`config.mk`:
```
export PLATFORM = sky130hd
export DESIGN_NAME = stopwatch_with_laps
export DESIGN_NICKNAME = d
export VERILOG_FILES = /design/src/hdl/swl_pkg.sv /design/src/hdl/swl_front.sv /design/src/hdl/swl_queue.sv /design/src/hdl/swl_back.sv /design/src/hdl/swl_split.sv /design/src/hdl/stopwatch_with_laps.sv
export SDC_FILE = /design/constraint.sdc
export NUM_CORES = 2
export LEC_CHECK = 0
export ABC_AREA = 1
export BUFFER_PORTS_ARGS = -buffer_cell sky130_fd_sc_hd__buf_2
export CAP_MARGIN = 20
export CORE_MARGIN = 2
export CORE_UTILIZATION = 50
export CTS_CLUSTER_DIAMETER = 100
export CTS_CLUSTER_SIZE = 8
export DETAILED_ROUTE_END_ITERATION = 16
export PLACE_DENSITY = 0.66
export SYNTH_ARGS = -nofsm -noshare
export SYNTH_HDL_FRONTEND = slang
export SYNTH_SLANG_ARGS = --single-unit
export TNS_END_PERCENT = 10
```
`constraint.sdc`:
```
create_clock -name clk -period 37.7 [get_ports clk]
set_input_delay 1.885 -clock clk [delete_from_list [all_inputs] [get_ports clk]]
set_output_delay 1.885 -clock clk [all_outputs]
set_load 0.01 [all_outputs]
```
`src/hdl/swl_pkg.sv`:
```
// ----------------------------------------------------------------------------
// swl_pkg
// shared types, opcodes, character codes and divide constants for the
// stopwatch with laps
// ----------------------------------------------------------------------------
package swl_pkg;

    // input beat: tick or received byte
    typedef struct packed {
        logic       command;
        logic [7:0] cmd_byte;
    } in_beat_t;

    // result beat
    typedef struct packed {
        logic [2:0]  event_res;
        logic [1:0]  run_state;
        logic [31:0] reported_ms;
        logic [10:0] hours;
        logic [5:0]  minutes;
        logic [5:0]  seconds;
        logic [9:0]  millis;
        logic [3:0]  laps_stored;
        logic [31:0] last_lap_ms;
    } out_beat_t;

    // classified operation passed from front to back
    typedef enum logic [2:0] {
        OP_NONE       = 3'd0,
        OP_TICK       = 3'd1,
        OP_START_STOP = 3'd2,
        OP_CLEAR      = 3'd3,
        OP_LAP        = 3'd4
    } op_t;

    // record leaving the state update, before the time split
    typedef struct packed {
        logic [2:0]  event_res;
        logic [1:0]  run_state;
        logic [31:0] reported_ms;
        logic [3:0]  laps_stored;
        logic [31:0] last_lap_ms;
    } rec_t;

    // event codes
    localparam logic [2:0] EV_NONE  = 3'd0;
    localparam logic [2:0] EV_START = 3'd1;
    localparam logic [2:0] EV_STOP  = 3'd2;
    localparam logic [2:0] EV_RESET = 3'd3;
    localparam logic [2:0] EV_LAP   = 3'd4;

    // character codes, lower case after folding
    localparam logic [7:0] CH_UPPER_A  = 8'h41;
    localparam logic [7:0] CH_UPPER_Z  = 8'h5A;
    localparam logic [7:0] CASE_OFFSET = 8'h20;
    localparam logic [7:0] CH_S        = 8'h73;
    localparam logic [7:0] CH_R        = 8'h72;
    localparam logic [7:0] CH_L        = 8'h6C;

    // command queue
    localparam int Q_DEPTH = 2;
    localparam int Q_AW    = $clog2(Q_DEPTH);

    // time split constants
    localparam logic [9:0]  MS_PER_S  = 10'd1000;
    localparam logic [5:0]  PER_MIN   = 6'd60;
    // floor(x / 1000) = (x * MS_RECIP) >> 38, exact for 32-bit x
    localparam logic [28:0] MS_RECIP  = 29'd274877907;
    // floor(n / 60) = (n * SEC_RECIP) >> 29, exact for n below 2^23
    localparam logic [23:0] SEC_RECIP = 24'd8947849;
    // floor(n / 60) = (n * MIN_RECIP) >> 23, exact for n below 2^17
    localparam logic [17:0] MIN_RECIP = 18'd139811;

endpackage

```
`src/hdl/swl_front.sv`:
```
// ----------------------------------------------------------------------------
// swl_front
// takes input beats and classifies them into operations for the queue
// ----------------------------------------------------------------------------
module swl_front (
    input  logic             cmd_valid,
    output logic             cmd_stall,
    input  swl_pkg::in_beat_t cmd_data,
    input  logic             q_full,
    output logic             push,
    output swl_pkg::op_t     push_op
);

    logic [7:0] folded;

    assign cmd_stall = q_full;
    assign push      = cmd_valid && !q_full;

    always_comb
    begin
        folded = cmd_data.cmd_byte;
        if (folded >= swl_pkg::CH_UPPER_A && folded <= swl_pkg::CH_UPPER_Z)
        begin
            folded = folded + swl_pkg::CASE_OFFSET;
        end
        if (!cmd_data.command)
        begin
            push_op = swl_pkg::OP_TICK;
        end
        else
        begin
            unique case (folded)
                swl_pkg::CH_S: push_op = swl_pkg::OP_START_STOP;
                swl_pkg::CH_R: push_op = swl_pkg::OP_CLEAR;
                swl_pkg::CH_L: push_op = swl_pkg::OP_LAP;
                default:       push_op = swl_pkg::OP_NONE;
            endcase
        end
    end

endmodule

```
`src/hdl/swl_queue.sv`:
```
// ----------------------------------------------------------------------------
// swl_queue
// short operation queue between front and back
// ----------------------------------------------------------------------------
module swl_queue (
    input  logic         clk,
    input  logic         rst_n,
    input  logic         push,
    input  swl_pkg::op_t push_op,
    output logic         full,
    input  logic         pop,
    output logic         nonempty,
    output swl_pkg::op_t head_op
);

    swl_pkg::op_t               entry_reg [swl_pkg::Q_DEPTH];
    logic [swl_pkg::Q_AW-1:0]   wr_ptr_reg;
    logic [swl_pkg::Q_AW-1:0]   rd_ptr_reg;
    logic [swl_pkg::Q_AW:0]     count_reg;
    logic [swl_pkg::Q_AW:0]     count_next;

    assign full     = (count_reg == (swl_pkg::Q_AW+1)'(swl_pkg::Q_DEPTH));
    assign nonempty = (count_reg != '0);
    assign head_op  = entry_reg[rd_ptr_reg];

    always_comb
    begin
        count_next = count_reg;
        if (push && !pop)
        begin
            count_next = count_reg + 1'b1;
        end
        else if (pop && !push)
        begin
            count_next = count_reg - 1'b1;
        end
    end

    always_ff @(posedge clk or negedge rst_n)
    begin
        if (!rst_n)
        begin
            wr_ptr_reg <= '0;
            rd_ptr_reg <= '0;
            count_reg  <= '0;
        end
        else
        begin
            if (push)
            begin
                wr_ptr_reg <= wr_ptr_reg + 1'b1;
            end
            if (pop)
            begin
                rd_ptr_reg <= rd_ptr_reg + 1'b1;
            end
            count_reg <= count_next;
        end
    end

    always_ff @(posedge clk)
    begin
        if (push)
        begin
            entry_reg[wr_ptr_reg] <= push_op;
        end
    end

    assert property (@(posedge clk) disable iff (!rst_n)
        count_reg <= (swl_pkg::Q_AW+1)'(swl_pkg::Q_DEPTH))
        else $error("queue count above depth");

    assert property (@(posedge clk) disable iff (!rst_n)
        !(pop && count_reg == '0))
        else $error("queue popped while empty");

endmodule

```
`src/hdl/swl_back.sv`:
```
// ----------------------------------------------------------------------------
// swl_back
// watch state machine: carries out, while adv is high, one queued operation per cycle
// ----------------------------------------------------------------------------
module swl_back #(
    parameter int LAP_LIMIT = 10
) (
    input  logic         clk,
    input  logic         rst_n,
    input  logic         adv,
    input  logic         nonempty,
    input  swl_pkg::op_t head_op,
    output logic         pop,
    output swl_pkg::rec_t rec,
    output logic         rec_valid
);

    typedef enum logic [1:0] {
        READY   = 2'd0,
        RUNNING = 2'd1,
        PAUSED  = 2'd2
    } watch_state_t;

    watch_state_t  state_reg;
    watch_state_t  state_next;
    logic [31:0]   elapsed_reg;
    logic [31:0]   elapsed_next;
    logic [3:0]    lap_total_reg;
    logic [3:0]    lap_total_next;
    logic [31:0]   newest_lap_reg;
    logic [31:0]   newest_lap_next;
    logic [2:0]    event_next;
    swl_pkg::rec_t rec_reg;
    logic          rec_valid_reg;

    assign pop       = nonempty && adv;
    assign rec       = rec_reg;
    assign rec_valid = rec_valid_reg;

    always_comb
    begin
        state_next      = state_reg;
        elapsed_next    = elapsed_reg;
        lap_total_next  = lap_total_reg;
        newest_lap_next = newest_lap_reg;
        event_next      = swl_pkg::EV_NONE;
        unique case (head_op)
            swl_pkg::OP_TICK:
            begin
                if (state_reg == RUNNING)
                begin
                    elapsed_next = elapsed_reg + 32'd1;
                end
            end
            swl_pkg::OP_START_STOP:
            begin
                if (state_reg == RUNNING)
                begin
                    state_next = PAUSED;
                    event_next = swl_pkg::EV_STOP;
                end
                else
                begin
                    state_next = RUNNING;
                    event_next = swl_pkg::EV_START;
                end
            end
            swl_pkg::OP_CLEAR:
            begin
                state_next      = READY;
                elapsed_next    = '0;
                lap_total_next  = '0;
                newest_lap_next = '0;
                event_next      = swl_pkg::EV_RESET;
            end
            swl_pkg::OP_LAP:
            begin
                if (state_reg == RUNNING && lap_total_reg < 4'(LAP_LIMIT))
                begin
                    newest_lap_next = elapsed_reg;
                    lap_total_next  = lap_total_reg + 4'd1;
                    event_next      = swl_pkg::EV_LAP;
                end
            end
            swl_pkg::OP_NONE:
            begin
            end
            default:
            begin
            end
        endcase
    end

    always_ff @(posedge clk or negedge rst_n)
    begin
        if (!rst_n)
        begin
            state_reg      <= READY;
            elapsed_reg    <= '0;
            lap_total_reg  <= '0;
            newest_lap_reg <= '0;
            rec_valid_reg  <= 1'b0;
        end
        else
        begin
            if (pop)
            begin
                state_reg      <= state_next;
                elapsed_reg    <= elapsed_next;
                lap_total_reg  <= lap_total_next;
                newest_lap_reg <= newest_lap_next;
            end
            if (adv)
            begin
                rec_valid_reg         <= nonempty;
                rec_reg.event_res     <= event_next;
                rec_reg.run_state     <= 2'(state_next);
                rec_reg.reported_ms   <= (event_next == swl_pkg::EV_LAP) ?
                                         newest_lap_next : elapsed_next;
                rec_reg.laps_stored   <= lap_total_next;
                rec_reg.last_lap_ms   <= newest_lap_next;
            end
        end
    end

    assert property (@(posedge clk) disable iff (!rst_n)
        lap_total_reg <= 4'(LAP_LIMIT))
        else $error("lap count above limit");

    assert property (@(posedge clk) disable iff (!rst_n)
        (rec_valid_reg && rec_reg.event_res == swl_pkg::EV_LAP)
        |-> (rec_reg.run_state == 2'(RUNNING)))
        else $error("lap recorded outside running");

    assert property (@(posedge clk) disable iff (!rst_n)
        (pop && head_op == swl_pkg::OP_CLEAR)
        |=> (state_reg == READY && elapsed_reg == '0 && lap_total_reg == '0))
        else $error("clear did not return to ready");

endmodule

```
`src/hdl/swl_split.sv`:
```
// ----------------------------------------------------------------------------
// swl_split
// splits the reported time into h/m/s/ms by reciprocal multiplies
// ----------------------------------------------------------------------------
module swl_split (
    input  logic               clk,
    input  logic               rst_n,
    input  logic               adv,
    input  swl_pkg::rec_t      rec,
    input  logic               rec_valid,
    output swl_pkg::out_beat_t res_data,
    output logic               res_valid
);

    swl_pkg::rec_t      s1_rec_reg;
    logic [60:0]        p1_reg;
    logic               v1_reg;

    swl_pkg::rec_t      s2_rec_reg;
    logic [22:0]        q1_reg;
    logic [9:0]         ms2_reg;
    logic [46:0]        p2_reg;
    logic               v2_reg;

    swl_pkg::rec_t      s3_rec_reg;
    logic [9:0]         ms3_reg;
    logic [5:0]         sec_reg;
    logic [16:0]        q2_reg;
    logic [34:0]        p3_reg;
    logic               v3_reg;

    swl_pkg::out_beat_t res_reg;
    logic               res_valid_reg;

    logic [22:0]        q1;
    logic [31:0]        ms_full;
    logic [16:0]        q2;
    logic [22:0]        sec_full;
    logic [10:0]        hrs;
    logic [16:0]        min_full;

    assign q1       = p1_reg[60:38];
    assign ms_full  = s1_rec_reg.reported_ms - 32'(q1) * 32'(swl_pkg::MS_PER_S);
    assign q2       = p2_reg[45:29];
    assign sec_full = q1_reg - 23'(q2) * 23'(swl_pkg::PER_MIN);
    assign hrs      = p3_reg[33:23];
    assign min_full = q2_reg - 17'(hrs) * 17'(swl_pkg::PER_MIN);

    assign res_data  = res_reg;
    assign res_valid = res_valid_reg;

    always_ff @(posedge clk or negedge rst_n)
    begin
        if (!rst_n)
        begin
            v1_reg        <= 1'b0;
            v2_reg        <= 1'b0;
            v3_reg        <= 1'b0;
            res_valid_reg <= 1'b0;
        end
        else if (adv)
        begin
            v1_reg        <= rec_valid;
            v2_reg        <= v1_reg;
            v3_reg        <= v2_reg;
            res_valid_reg <= v3_reg;
        end
    end

    always_ff @(posedge clk)
    begin
        if (adv)
        begin
            // ms reciprocal product
            s1_rec_reg <= rec;
            p1_reg     <= 61'(rec.reported_ms) * 61'(swl_pkg::MS_RECIP);

            // whole seconds, millis, minute reciprocal product
            s2_rec_reg <= s1_rec_reg;
            q1_reg     <= q1;
            ms2_reg    <= ms_full[9:0];
            p2_reg     <= 47'(q1) * 47'(swl_pkg::SEC_RECIP);

            // whole minutes, seconds, hour reciprocal product
            s3_rec_reg <= s2_rec_reg;
            ms3_reg    <= ms2_reg;
            sec_reg    <= sec_full[5:0];
            q2_reg     <= q2;
            p3_reg     <= 35'(q2) * 35'(swl_pkg::MIN_RECIP);

            // result beat
            res_reg.event_res   <= s3_rec_reg.event_res;
            res_reg.run_state   <= s3_rec_reg.run_state;
            res_reg.reported_ms <= s3_rec_reg.reported_ms;
            res_reg.hours       <= hrs;
            res_reg.minutes     <= min_full[5:0];
            res_reg.seconds     <= sec_reg;
            res_reg.millis      <= ms3_reg;
            res_reg.laps_stored <= s3_rec_reg.laps_stored;
            res_reg.last_lap_ms <= s3_rec_reg.last_lap_ms;
        end
    end

endmodule

```
`src/hdl/stopwatch_with_laps.sv`:
```
// path: queue, back record register, split registers s1 to s3, result register
// throughput: one beat per cycle, no bubbles while the result side is not stalled
// a stalled result freezes the whole back pipeline; the two-entry queue then
// fills and the input side stalls once both entries are taken
// reset: asynchronous, active low; watch ready, elapsed, lap count and last lap zero
// ----------------------------------------------------------------------------
// stopwatch_with_laps
// millisecond stopwatch with start/stop, clear and lap commands, reporting
// the time split into hours, minutes, seconds and milliseconds
// ----------------------------------------------------------------------------
module stopwatch_with_laps #(
    parameter int LAP_LIMIT = 10
) (
    input  logic               clk,
    input  logic               rst_n,
    input  logic               cmd_valid,
    output logic               cmd_stall,
    input  swl_pkg::in_beat_t  cmd_data,
    output logic               res_valid,
    input  logic               res_stall,
    output swl_pkg::out_beat_t res_data
);

    // front to queue
    logic          push;
    swl_pkg::op_t  push_op;
    logic          q_full;

    // queue to back
    logic          pop;
    logic          q_nonempty;
    swl_pkg::op_t  head_op;

    // back to split
    swl_pkg::rec_t rec;
    logic          rec_valid;

    // the back pipeline moves as one; it holds only while a result beat waits
    logic          adv;

    assign adv = !(res_valid && res_stall);

    // front: fold case and classify each beat into an operation
    swl_front u_front (
        .cmd_valid (cmd_valid),
        .cmd_stall (cmd_stall),
        .cmd_data  (cmd_data),
        .q_full    (q_full),
        .push      (push),
        .push_op   (push_op)
    );

    // queue: decouples input acceptance from a stalled back pipeline
    swl_queue u_queue (
        .clk      (clk),
        .rst_n    (rst_n),
        .push     (push),
        .push_op  (push_op),
        .full     (q_full),
        .pop      (pop),
        .nonempty (q_nonempty),
        .head_op  (head_op)
    );

    // back: watch state, elapsed count, lap register; one op per cycle while adv
    swl_back #(
        .LAP_LIMIT (LAP_LIMIT)
    ) u_back (
        .clk       (clk),
        .rst_n     (rst_n),
        .adv       (adv),
        .nonempty  (q_nonempty),
        .head_op   (head_op),
        .pop       (pop),
        .rec       (rec),
        .rec_valid (rec_valid)
    );

    // split: three registered reciprocal multiplies, then the result register
    swl_split u_split (
        .clk       (clk),
        .rst_n     (rst_n),
        .adv       (adv),
        .rec       (rec),
        .rec_valid (rec_valid),
        .res_data  (res_data),
        .res_valid (res_valid)
    );

endmodule
```
==> impl_metrics.json <==
{
  "cp-end-kind": "flip-flop",
  "fin_skew_ns": 0.04116,
  "synth-seq-cells": 563,
  "startpoint": "u_back.rec[45]",
  "grt_overflow": 0,
  "cts_tree": "yes",
  "slowest_stage": "edfxtp_1",
  "dp_hpwl_um": 93670,
  "grt_use_total": 0.2495,
  "ios": 121,
  "maxCapViolations": 0,
  "tns_ns": 0,
  "cpMostUsedCell": "fa_1",
  "via_count": 32030,
  "setup-violations-final": 0,
  "clock_latency_ns": 0.67,
  "finish.utilization": 0.5552,
  "worstMarginPinSlew_ns": 1.028,
  "first_global_vias": 32510,
  "first_iter_violations": 2222,
  "wl_per_cell_um": 18.54,
  "crit_required_ns": 38.10,
  "min_to": "u_split.s1_rec_reg[24]",
  "dp_slack_ns": 30.93,
  "grt_pass1_wl_um": 181800,
  "rsz0062_at_grt": "no",
  "synthTopCellsByCount": "inv_1 (1115), nand2_1 (986), ha_1 (692), edfxtp_1 (484), fa_1 (402)",
  "cts_resized": 0,
  "cts_buffers": 81,
  "nNetsFinal": 6075,
  "cp_max_fo": 12,
  "routed_wl_um": 116000,
  "reg2reg_slack_ns": 30.87,
  "place_congestion": 0.9559,
  "antenna_found_initial": 0,
  "clkTransAtPathRegs_ns": 0.06,
  "ys_async_sr_fraction": 0.1403,
  "synth_nets": 5894,
  "worstReg2RegEnd": "u_split.p1_reg[57]",
  "worstHoldStart": "u_back.rec[24]",
  "antenna_left": 0,
  "synth_warnings": 0,
  "drv_slew": 0,
  "viasPerCell": 5.120,
  "holdCritPathClass": "reg2reg",
  "core_area_mm2": 0.09194,
  "synth.avg_cell_area_um2": 9.726,
  "finalCritPeriodShare": 0.1812,
  "syn_area_mm2": 0.04656,
  "initial_core_util": 0.5064,
  "synth.distinct_cells": 46,
  "largest_reg_flops": 103,
  "portBuffers": 120,
  "htree_levels": 3,
  "syn_to_final_growth_pct": 9.631,
  "finalHoldViolCount": 0,
  "synth_edf_count": 484,
  "fmax_ghz": 0.1464,
  "die-width_um": 309.2,
  "critPathKind": "reg2reg",
  "layout_setup_ws_ns": 30.87,
  "cts_sinks": 563,
  "first_pass_iters": 7,
  "die_h_um": 309.2,
  "yosys-top-cells-area": "edfxtp_1 (31%), ha_1 (19%), fa_1 (17%), inv_1 (9.0%), nand2_1 (7.9%)",
  "synthFlopType": "edfxtp_1",
  "postCtsSetupBuffers": 0,
  "period_minus_slack_ns": 6.832,
  "dieArea_mm2": 0.09558,
  "cts_root_buffer": "clkbuf_16",
  "drc_errors": 0,
  "crit_chain": "ha_1 -> fa_1 -> fa_1 -> inv_1 -> fa_1 -> inv_1 -> fa_1 -> fa_1 -> fa_1 -> inv_1 -> fa_1 -> inv_1 -> ha_1 -> nand2_1 -> inv_1 -> a21oi_1 -> nand2_1 -> nand2_1 -> nand3_1 -> nand2_1 -> nand3b_1 -> nand2_1 -> nand2_1",
  "num_antenna_cells": 0,
  "timing.slew.headroom": 0.3145,
  "layout-drive-gt1-share": 0.05205,
  "r2r_cells": 23,
  "r2r-start": "u_back.rec[45]",
  "cp.arrival_ns": 7.23,
  "max_stage_delay_ns": 0.90,
  "synth_top_cell_area_share": 0.3122,
  "hold_buffers": 0,
  "synthCells": 4787,
  "grt_max_degree": 85,
  "synth_top_area_cell": "edfxtp_1",
  "min_path_cells": 0,
  "cts_max_path_buffers": 3,
  "ys_seq_area_frac": 0.3546,
  "synth_most_common_cell": "inv_1",
  "start_kind": "flip-flop",
  "status": "completed",
  "fp-row-count": 111
}
## area by class of cell
class | count | area [um^2]
timing repair buffer | 134 | 708.2
tap | 1243 | 1555
clock buffer | 120 | 2183
inverter | 1121 | 4210
clock inverter | 9 | 203.9
fill | 8270 | 40900
multi-input combinational | 3067 | 25670
sequential | 563 | 16510
## critical path, delay by kind of cell, from the launching register on
family	cells	cell delay (ns)
fa+ha+maj	9	4.32
buf+inv	5	0.26
flops	1	0.90
simple gates	8	0.77
compound gates	1	0.31
## placed cells by master, fill, tap and decap left out, types with 2 or more instances in the layout
cell type	instances
inv_1	1115
nand2_1	985
ha_1	692
edfxtp_1	484
fa_1	402
nor2_1	270
o21ai_0	157
a21oi_1	147
nand3_1	140
buf_2	119
clkbuf_16	81
dfrtp_1	79
nand4_1	47
nor3_1	42
clkbuf_1	38
xor2_1	34
o22ai_2	22
o21bai_1	21
o22ai_1	18
xnor2_1	15
buf_4	15
a21o_1	14
o21ai_1	10
nand3b_1	9
o21a_1	8
and2_1	5
clkinv_16	5
inv_2	4
a31oi_1	4
nor4_1	3
a21boi_0	3
nor2_4	3
o211ai_1	3
or2_2	2
and2_0	2
inv_16	2
## logic make-up after synthesis
| logic type | count (synthesis) | share of synthesized area |
|---|---|---|
| compound gates | 411 | 0.05117 |
| xor+xnor | 49 | 0.009218 |
| fa+ha+maj | 1094 | 0.3588 |
| buf+inv | 1157 | 0.09457 |
| flops | 563 | 0.3546 |
| simple gates | 1513 | 0.1316 |
## worst max path at each step
stage	slack (ns)	end	cells after the start
final	30.87	u_split.p1_reg[57]	23
after global routing	30.54	u_split.p1_reg[53]	21
after CTS	30.89	u_split.p1_reg[57]	23
after detailed placement	30.93	u_split.p1_reg[57]	23
after global placement	30.93	u_split.p1_reg[57]	22
after floorplan	22.06	u_back.rec[0]	3
## metal layers
metal  global-route usage  share of wire  routed length [um]
met5                    0              0                   0
met4              0.07812          0.029                3417
met3              0.03672          0.050                5841
met2               0.4138           0.47               54260
met1               0.3386           0.45               52460
## stage by stage
stage	hold WS (ns)	std cells	instance area [um^2]
global placement	0.4004	6128	48660
detailed placement	0.4045	6128	48660
floorplan	0.4003	4787	46560
finish	0.3801	6257	51040
CTS	0.3753	6257	51040
global route	0.3800	6257	51040
Power is not shown: default switching activity piles up to over one toggle a cycle in this logic, so the estimate is an artifact.
